[src/design/fbcc_pkg.sv]
// fbcc_pkg: types, frame layout constants and the CRC word function
// for the frame block checksum and CRC unit. No dependencies.
`default_nettype none
package fbcc_pkg;

    localparam int POS_W = 7;
    localparam int OFF_W = 5;
    localparam int BLK_W = 2;

    localparam logic [POS_W-1:0] POS_LAST       = 7'd115;
    localparam logic [POS_W-1:0] POS_FIRST_BLK  = 7'd4;
    localparam logic [POS_W-1:0] POS_CRC_LAST   = 7'd114;
    localparam logic [OFF_W-1:0] OFF_STRIDE_END = 5'd27;
    localparam logic [OFF_W-1:0] OFF_BLK_END    = 5'd26;
    localparam logic [BLK_W-1:0] BLK_FINAL      = 2'd3;

    localparam int CFG_ADDR_W = 1;
    localparam logic [CFG_ADDR_W-1:0] CFG_CRC_POLY = 1'b0;
    localparam logic [CFG_ADDR_W-1:0] CFG_CRC_PAD  = 1'b1;

    typedef struct packed {
        logic [31:0] data_word;
        logic [7:0]  xor_seed;
        logic [7:0]  sum_seed;
    } t_in;

    typedef struct packed {
        logic [1:0]  block_index;
        logic [7:0]  xor_check;
        logic [7:0]  sum_check;
        logic [31:0] crc_value;
        logic        crc_valid;
    } t_out;

    typedef struct packed {
        logic             crc_load;
        logic             crc_step;
        logic             in_blk;
        logic             blk_first;
        logic             blk_last;
        logic             crc_done;
        logic [BLK_W-1:0] blk;
    } t_ctrl;

    // 32 bit steps, LSB first, right-shifting register
    function automatic logic [31:0] crc_word(input logic [31:0] crc,
                                             input logic [31:0] word,
                                             input logic [31:0] poly);
        logic [31:0] r;
        logic        low;
        r = crc;
        for (int b = 0; b < 32; b++) begin
            low = r[0];
            r = {word[b], r[31:1]};
            if (low) begin
                r = r ^ poly;
            end
        end
        return r;
    endfunction

endpackage
`default_nettype wire

[src/design/fbcc_ctrl.sv]
// fbcc_ctrl: frame position tracking; decodes block and CRC phases per beat.
// Depends on fbcc_pkg.
`default_nettype none
module fbcc_ctrl (
    input  wire                  i_clk,
    input  wire                  i_rst_n,
    input  wire                  i_accept,
    output fbcc_pkg::t_ctrl      o_ctrl
);

    logic [fbcc_pkg::POS_W-1:0] r_pos, n_pos;
    logic [fbcc_pkg::OFF_W-1:0] r_off, n_off;
    logic [fbcc_pkg::BLK_W-1:0] r_blk, n_blk;

    always_comb begin
        o_ctrl.crc_load  = (r_pos == '0);
        o_ctrl.crc_step  = (r_pos != '0) && (r_pos <= fbcc_pkg::POS_CRC_LAST);
        o_ctrl.in_blk    = (r_pos >= fbcc_pkg::POS_FIRST_BLK)
                        && (r_pos <= fbcc_pkg::POS_CRC_LAST)
                        && (r_off <= fbcc_pkg::OFF_BLK_END);
        o_ctrl.blk_first = o_ctrl.in_blk && (r_off == '0);
        o_ctrl.blk_last  = o_ctrl.in_blk && (r_off == fbcc_pkg::OFF_BLK_END);
        o_ctrl.crc_done  = o_ctrl.blk_last && (r_blk == fbcc_pkg::BLK_FINAL);
        o_ctrl.blk       = r_blk;
    end

    always_comb begin
        n_pos = r_pos;
        n_off = r_off;
        n_blk = r_blk;
        if (i_accept) begin
            n_pos = (r_pos == fbcc_pkg::POS_LAST) ? '0 : r_pos + 1'b1;
            if (r_pos == fbcc_pkg::POS_FIRST_BLK - 1'b1) begin
                n_off = '0;
                n_blk = '0;
            end else if (r_pos >= fbcc_pkg::POS_FIRST_BLK) begin
                if (r_off == fbcc_pkg::OFF_STRIDE_END) begin
                    n_off = '0;
                    n_blk = r_blk + 1'b1;
                end else begin
                    n_off = r_off + 1'b1;
                end
            end
        end
    end

    always_ff @(posedge i_clk) begin
        if (!i_rst_n) begin
            r_pos <= '0;
            r_off <= '0;
            r_blk <= '0;
        end else begin
            r_pos <= n_pos;
            r_off <= n_off;
            r_blk <= n_blk;
        end
    end

`ifndef SYNTHESIS
    a_pos_range: assert property (@(posedge i_clk) disable iff (!i_rst_n)
        r_pos <= fbcc_pkg::POS_LAST)
        else $error("frame position out of range");
    a_pos_wrap: assert property (@(posedge i_clk) disable iff (!i_rst_n)
        (i_accept && r_pos == fbcc_pkg::POS_LAST) |=> (r_pos == '0))
        else $error("frame position did not wrap");
    a_first_off: assert property (@(posedge i_clk) disable iff (!i_rst_n)
        (r_pos == fbcc_pkg::POS_FIRST_BLK) |-> (r_off == '0 && r_blk == '0))
        else $error("block counters misaligned at first block word");
`endif

endmodule
`default_nettype wire

[src/design/frame_block_checksum_crc.sv]
// Frame block checksum and CRC unit, top level.
// Depends on fbcc_pkg and fbcc_ctrl.
//
// Usage:
//   Input channel (i_in_valid / o_in_stall, payload i_in_data) takes one
//   32-bit frame word per beat, 116 words to a frame, position counted
//   internally from reset. Output channel (o_out_valid / i_out_stall,
//   payload o_out_data) gives one beat after the last word of each of the
//   four blocks (words 30, 58, 86, 114); the beat after word 114 also
//   carries the frame CRC with crc_valid set.
//   Configuration: i_cfg_we writes i_cfg_data to register i_cfg_addr
//   (0 polynomial, 1 pad); write only while idle.
//   Throughput: one word per cycle while o_in_stall is low; CRC update is a
//   combinational XOR network and checksums are one 4-byte add/xor per beat.
//   Stall: results go to an output register backed by a one-entry skid
//   buffer; o_in_stall is raised only while the skid entry is occupied.
//   Reset (synchronous, active low) clears position, accumulators, CRC and
//   output valids and restores the register defaults.
`default_nettype none
module frame_block_checksum_crc (
    input  wire                                   i_clk,
    input  wire                                   i_rst_n,
    input  wire                                   i_in_valid,
    output logic                                  o_in_stall,
    input  fbcc_pkg::t_in                         i_in_data,
    output logic                                  o_out_valid,
    input  wire                                   i_out_stall,
    output fbcc_pkg::t_out                        o_out_data,
    input  wire                                   i_cfg_we,
    input  wire [fbcc_pkg::CFG_ADDR_W-1:0]        i_cfg_addr,
    input  wire [31:0]                            i_cfg_data
);

    fbcc_pkg::t_ctrl ctrl;
    logic            accept;

    logic [31:0] r_poly, r_pad;
    logic [31:0] r_crc, n_crc;
    logic [7:0]  r_xacc, n_xacc;
    logic [7:0]  r_sacc, n_sacc;
    logic [31:0] crc_stepped;
    logic [7:0]  x_base, s_base;

    fbcc_pkg::t_out res;
    logic           res_valid;

    logic           r_out_valid, r_skid_valid;
    fbcc_pkg::t_out r_out, r_skid;
    logic           out_take;

    assign accept = i_in_valid && !o_in_stall;

    fbcc_ctrl u_ctrl (
        .i_clk    (i_clk),
        .i_rst_n  (i_rst_n),
        .i_accept (accept),
        .o_ctrl   (ctrl)
    );

    assign crc_stepped = fbcc_pkg::crc_word(r_crc, i_in_data.data_word, r_poly);

    always_comb begin
        n_crc = r_crc;
        if (ctrl.crc_load) begin
            n_crc = i_in_data.data_word ^ (i_in_data.data_word[0] ? r_poly : 32'd0);
        end else if (ctrl.crc_step) begin
            n_crc = crc_stepped;
        end

        x_base = ctrl.blk_first ? i_in_data.xor_seed : r_xacc;
        s_base = ctrl.blk_first ? i_in_data.sum_seed : r_sacc;
        n_xacc = x_base ^ i_in_data.data_word[7:0] ^ i_in_data.data_word[15:8]
               ^ i_in_data.data_word[23:16] ^ i_in_data.data_word[31:24];
        n_sacc = s_base + i_in_data.data_word[7:0] + i_in_data.data_word[15:8]
               + i_in_data.data_word[23:16] + i_in_data.data_word[31:24];

        res.block_index = ctrl.blk;
        res.xor_check   = n_xacc;
        res.sum_check   = 8'd0 - n_sacc;
        res.crc_value   = ctrl.crc_done ? (crc_stepped ^ r_pad) : 32'd0;
        res.crc_valid   = ctrl.crc_done;
        res_valid       = accept && ctrl.blk_last;
    end

    always_ff @(posedge i_clk) begin
        if (!i_rst_n) begin
            r_poly <= 32'hEDB8_8320;
            r_pad  <= '0;
        end else if (i_cfg_we) begin
            case (i_cfg_addr)
                fbcc_pkg::CFG_CRC_POLY: r_poly <= i_cfg_data;
                fbcc_pkg::CFG_CRC_PAD:  r_pad  <= i_cfg_data;
                default: ;
            endcase
        end
    end

    always_ff @(posedge i_clk) begin
        if (!i_rst_n) begin
            r_crc  <= '0;
            r_xacc <= '0;
            r_sacc <= '0;
        end else if (accept) begin
            r_crc <= n_crc;
            if (ctrl.in_blk) begin
                r_xacc <= n_xacc;
                r_sacc <= n_sacc;
            end
        end
    end

    // output register with one-entry skid
    assign out_take    = r_out_valid && !i_out_stall;
    assign o_in_stall  = r_skid_valid;
    assign o_out_valid = r_out_valid;
    assign o_out_data  = r_out;

    always_ff @(posedge i_clk) begin
        if (!i_rst_n) begin
            r_out_valid  <= 1'b0;
            r_skid_valid <= 1'b0;
        end else if (r_skid_valid) begin
            if (out_take) begin
                r_out_valid  <= 1'b1;
                r_skid_valid <= 1'b0;
            end
        end else if (res_valid) begin
            if (!r_out_valid || out_take) begin
                r_out_valid <= 1'b1;
            end else begin
                r_skid_valid <= 1'b1;
            end
        end else if (out_take) begin
            r_out_valid <= 1'b0;
        end
    end

    always_ff @(posedge i_clk) begin
        if (r_skid_valid) begin
            if (out_take) begin
                r_out <= r_skid;
            end
        end else if (res_valid) begin
            if (!r_out_valid || out_take) begin
                r_out <= res;
            end else begin
                r_skid <= res;
            end
        end
    end

`ifndef SYNTHESIS
    a_skid_implies_out: assert property (@(posedge i_clk) disable iff (!i_rst_n)
        r_skid_valid |-> r_out_valid)
        else $error("skid entry held with empty output register");
    a_skid_holds: assert property (@(posedge i_clk) disable iff (!i_rst_n)
        (r_skid_valid && i_out_stall) |=> (r_skid_valid && $stable(r_skid)))
        else $error("skid entry lost under stall");
    a_crc_on_last: assert property (@(posedge i_clk) disable iff (!i_rst_n)
        (o_out_valid && o_out_data.crc_valid) |-> (o_out_data.block_index == fbcc_pkg::BLK_FINAL))
        else $error("crc flagged on wrong block");
    a_result_next: assert property (@(posedge i_clk) disable iff (!i_rst_n)
        (res_valid && !r_out_valid) |=> o_out_valid)
        else $error("result not presented");
`endif

endmodule
`default_nettype wire
[config.mk]
export PLATFORM = sky130hd
export DESIGN_NAME = frame_block_checksum_crc
export DESIGN_NICKNAME = d
export VERILOG_FILES = /design/src/design/fbcc_pkg.sv /design/src/design/fbcc_ctrl.sv /design/src/design/frame_block_checksum_crc.sv
export SDC_FILE = /design/constraint.sdc
export NUM_CORES = 2
export LEC_CHECK = 0
export BUFFER_PORTS_ARGS = -buffer_cell sky130_fd_sc_hd__buf_2
export CAP_MARGIN = 25
export CORE_ASPECT_RATIO = 0.8
export CORE_MARGIN = 8
export CORE_UTILIZATION = 35
export DETAILED_ROUTE_END_ITERATION = 7
export GPL_ROUTABILITY_DRIVEN = 1
export PLACE_DENSITY = 0.5
export SLEW_MARGIN = 20
export SYNTH_ARGS = -nofsm -noshare
export SYNTH_HDL_FRONTEND = slang
export SYNTH_HIERARCHICAL = 1
export SYNTH_SLANG_ARGS = --single-unit
[constraint.sdc]
create_clock -name i_clk -period 20.1 [get_ports i_clk]
set_clock_uncertainty 0.15 [all_clocks]
set_input_delay 1.005 -clock i_clk [delete_from_list [all_inputs] [get_ports i_clk]]
set_output_delay 1.005 -clock i_clk [all_outputs]
set_load 0.02 [all_outputs]
==> summary.txt <==
Max-cap viol count -> 0
Layout area overhead -> 7.55%
Async set-reset flop share out of synthesis -> 0
H-tree depth -> 1
Max clock buf depth -> 3
Post-synth cell types -> 122
Buf+Inv Stages, Crit Path -> 4
Number of hold buffers added after cts -> 0
Post-DR vias/cell -> 5.86
Clock transition at path regs -> 0.08 ns
Crit Path Category -> flop to flop
DRC -> 0
Postcts setup bufs -> 0
Period minus WS final -> 18.19 ns
GR Util All Layers -> 0.267
DR pass1 iterations -> 8
PostCTS Resize Cnt -> 0
Slew headroom -> 0.275
Worst R2R Setup Slack -> 1.91 ns
Die Ht -> 288 um
Post-synth EDFFs -> 102
Post-synthesis cell count -> 4435
Final TNS setup -> 0 ns
CP required -> 20.34 ns
Arrival @ worst endpoint -> 18.43 ns
Final hold violation count -> 0
Vias in the first global route -> 29557
Max incr delay on CP -> 0.76 ns
Cell depth of the worst hold path -> 2
Worst path slowest cell -> o31ai_2
Initial DRC count -> 3800
Post-Syn Area -> 32300 um^2
Pre-CTS WS -> 2.43 ns
CTS tree -> yes
Initial Utilization -> 0.354
Die Area -> 102000 um^2
I/O Pins -> 139
Core Box Area -> 91300 um^2
Post-synthesis sequential area ratio -> 0.174
FF+latch count, synth -> 230
Final setup fails -> 0
CP Capture Type -> flop
FP Rows -> 99
Worst setup SP type -> flop
Slew Viols, Final -> 0
I/O Buffers -> 138
Final HPWL DP -> 104 mm
Nets@finish -> 4437
Layout cells sized above 1 -> 0.110
Drt wl/cell -> 26.0 um
Worst-Skew Late Latency -> 0.54 ns
Antenna violations before repair -> 4
Ys Warns -> 6
CTS sink count -> 230
Syn Area/Cell -> 7.28 um^2
GP Congestion -> 1.00
WP depth -> 44
DRT Wirelength -> 144 mm
Largest net degree at the start of global routing -> 67
RSZ-0062 raised after global routing -> no
Final Worst Setup Slack -> 1.91 ns
Worst-Margin Slew -> 1.08 ns
First-pass GRT wire length -> 210 mm
Syn nets -> 4558
Main synth FF type -> dfxtp_1
DR vias -> 32486
Final worst path period share -> 0.905
R2R cell count -> 44
Maximum clock rate -> 55.0 MHz
Class of the worst hold path -> flop to flop
Status -> complete, no violations
Die extent in x -> 356 um
Overflow after GRT -> 0
Critical path peak fanout -> 35
Fin Hold WS -> 0.304 ns
Delay-heaviest family, CP -> compound AO/OA/AOI/OAI gates
ANT nets after route -> 0
Root Buffer -> clkbuf_16
TritonCTS buffer count -> 22
path summary, 6_finish.rpt:
| check | from | endpoint |
|---|---|---|
| max reg2reg | r_crc[1]$_SDFFE_PN0P_ | r_crc[30]$_SDFFE_PN0P_ |
| min reg2reg | r_sacc[0]$_SDFFE_PN0P_ | r_sacc[0]$_SDFFE_PN0P_ |
| min | r_sacc[0]$_SDFFE_PN0P_ | r_sacc[0]$_SDFFE_PN0P_ |
| max | r_crc[1]$_SDFFE_PN0P_ | r_crc[30]$_SDFFE_PN0P_ |
metrics by stage:
stage / util / cells / area [um^2]
after CTS: 0.380 / 5537 / 34700
after global routing: 0.380 / 5542 / 34700
after detailed placement: 0.371 / 5497 / 33900
after floorplan: - / 4435 / 32300
after global placement: 0.371 / 5495 / 33900
final: 0.380 / 5543 / 34700
registers in the layout, indices dropped and copies added (netlist names):
register      flops
o_in_stall        1
u_ctrl/r_pos      7
r_poly           32
r_sacc            8
u_ctrl/r_off      5
r_crc            32
o_out_data       51
u_ctrl/r_blk      2
o_out_valid       1
r_xacc            8
r_pad            32
r_skid           51
worst reg2reg max path, delay by kind of cell (launching register included):
family / cells / cell delay, ns
AOI/OAI and AO/OA: 24 / 9.36
and+or+nand+nor: 9 / 3.54
xor gates and xnor gates: 6 / 2.21
buffers and inverters: 4 / 1.85
DFF: 1 / 0.53
muxes: 1 / 0.41
logic make-up after synthesis:
kind of cell	Yosys count	synth area share
adder cells (fa/ha/maj)	37	0.0190
flip-flops	230	0.174
XOR/XNOR	931	0.277
AO/OA/AOI/OAI	1058	0.226
multiplexers	83	0.0276
buffers and inverters	463	0.0601
AND/OR/NAND/NOR	1633	0.216
metal layers:
metal	vias to the layer above	global-route usage	wire length (um)
li1	15116	-	-
met4	2	0.0550	3400
met1	15681	0.390	65700
met2	1500	0.401	61500
met5	-	0	12
met3	187	0.0555	13400
cell type report:
class / instances / area (um^2)
diodes: 1 / 2.50
clock buffers: 30 / 653
clock inverters: 10 / 120
fillers: 9530 / 56600
inverters: 44 / 168
multi-input cells: 3742 / 24900
flip-flops and latches: 230 / 5660
well taps: 1212 / 1520
repair buffers: 274 / 1740
placed cells by master, fill, tap and decap left out, types with 36 or more instances in the layout:
master,netlist,routed
o211ai_1,42,42
xnor2_1,780,774
nor3_1,58,57
dfxtp_1,128,104
nor2_1,262,254
nand2_1,1041,1041
o21ai_0,221,221
a211oi_1,49,49
mux2i_1,45,45
edfxtp_1,102,102
a21oi_1,215,215
xor2_1,91,88
a32oi_1,100,100
nand3_1,53,53
xnor3_1,46,46
mux2_2,36,36
inv_1,37,36
o21ai_1,44,44
buf_2,40,139
buf_4,37,130
synthesized netlist by cell type (19+ instances only):
| cell type | count | area [um^2] |
|---|---|---|
| fa_1 | 20 | 400 |
| xor2_1 | 91 | 797 |
| nand2_1 | 1041 | 3910 |
| and3_1 | 21 | 131 |
| edfxtp_1 | 102 | 3060 |
| dfxtp_1 | 128 | 2560 |
| o21ai_0 | 221 | 1110 |
| nand2b_1 | 28 | 175 |
| buf_2 | 40 | 200 |
| a32oi_1 | 100 | 876 |
| or3_1 | 22 | 138 |
| a211oi_1 | 49 | 368 |
| o211ai_1 | 42 | 315 |
| clkbuf_1 | 267 | 1000 |
| o221ai_1 | 20 | 175 |
| mux2_2 | 36 | 405 |
| o22ai_1 | 30 | 188 |
| inv_1 | 37 | 139 |
| buf_4 | 37 | 278 |
| mux2i_1 | 45 | 450 |
| xnor3_1 | 46 | 1040 |
| buf_1 | 73 | 274 |
| a21oi_1 | 215 | 1080 |
| nand4_1 | 22 | 138 |
| nor3_1 | 58 | 290 |
| nor4_1 | 23 | 144 |
| a31oi_1 | 31 | 194 |
| a22oi_1 | 26 | 195 |
| o31ai_1 | 19 | 143 |
| nor2_1 | 262 | 983 |
| o21ai_1 | 44 | 220 |
| and2_1 | 22 | 138 |
| xnor2_1 | 780 | 6830 |
| nand3_1 | 53 | 265 |
Power is left out: the tool's default activity adds up to more than one toggle a clock period on the data nets, which glitch-free logic cannot reach.
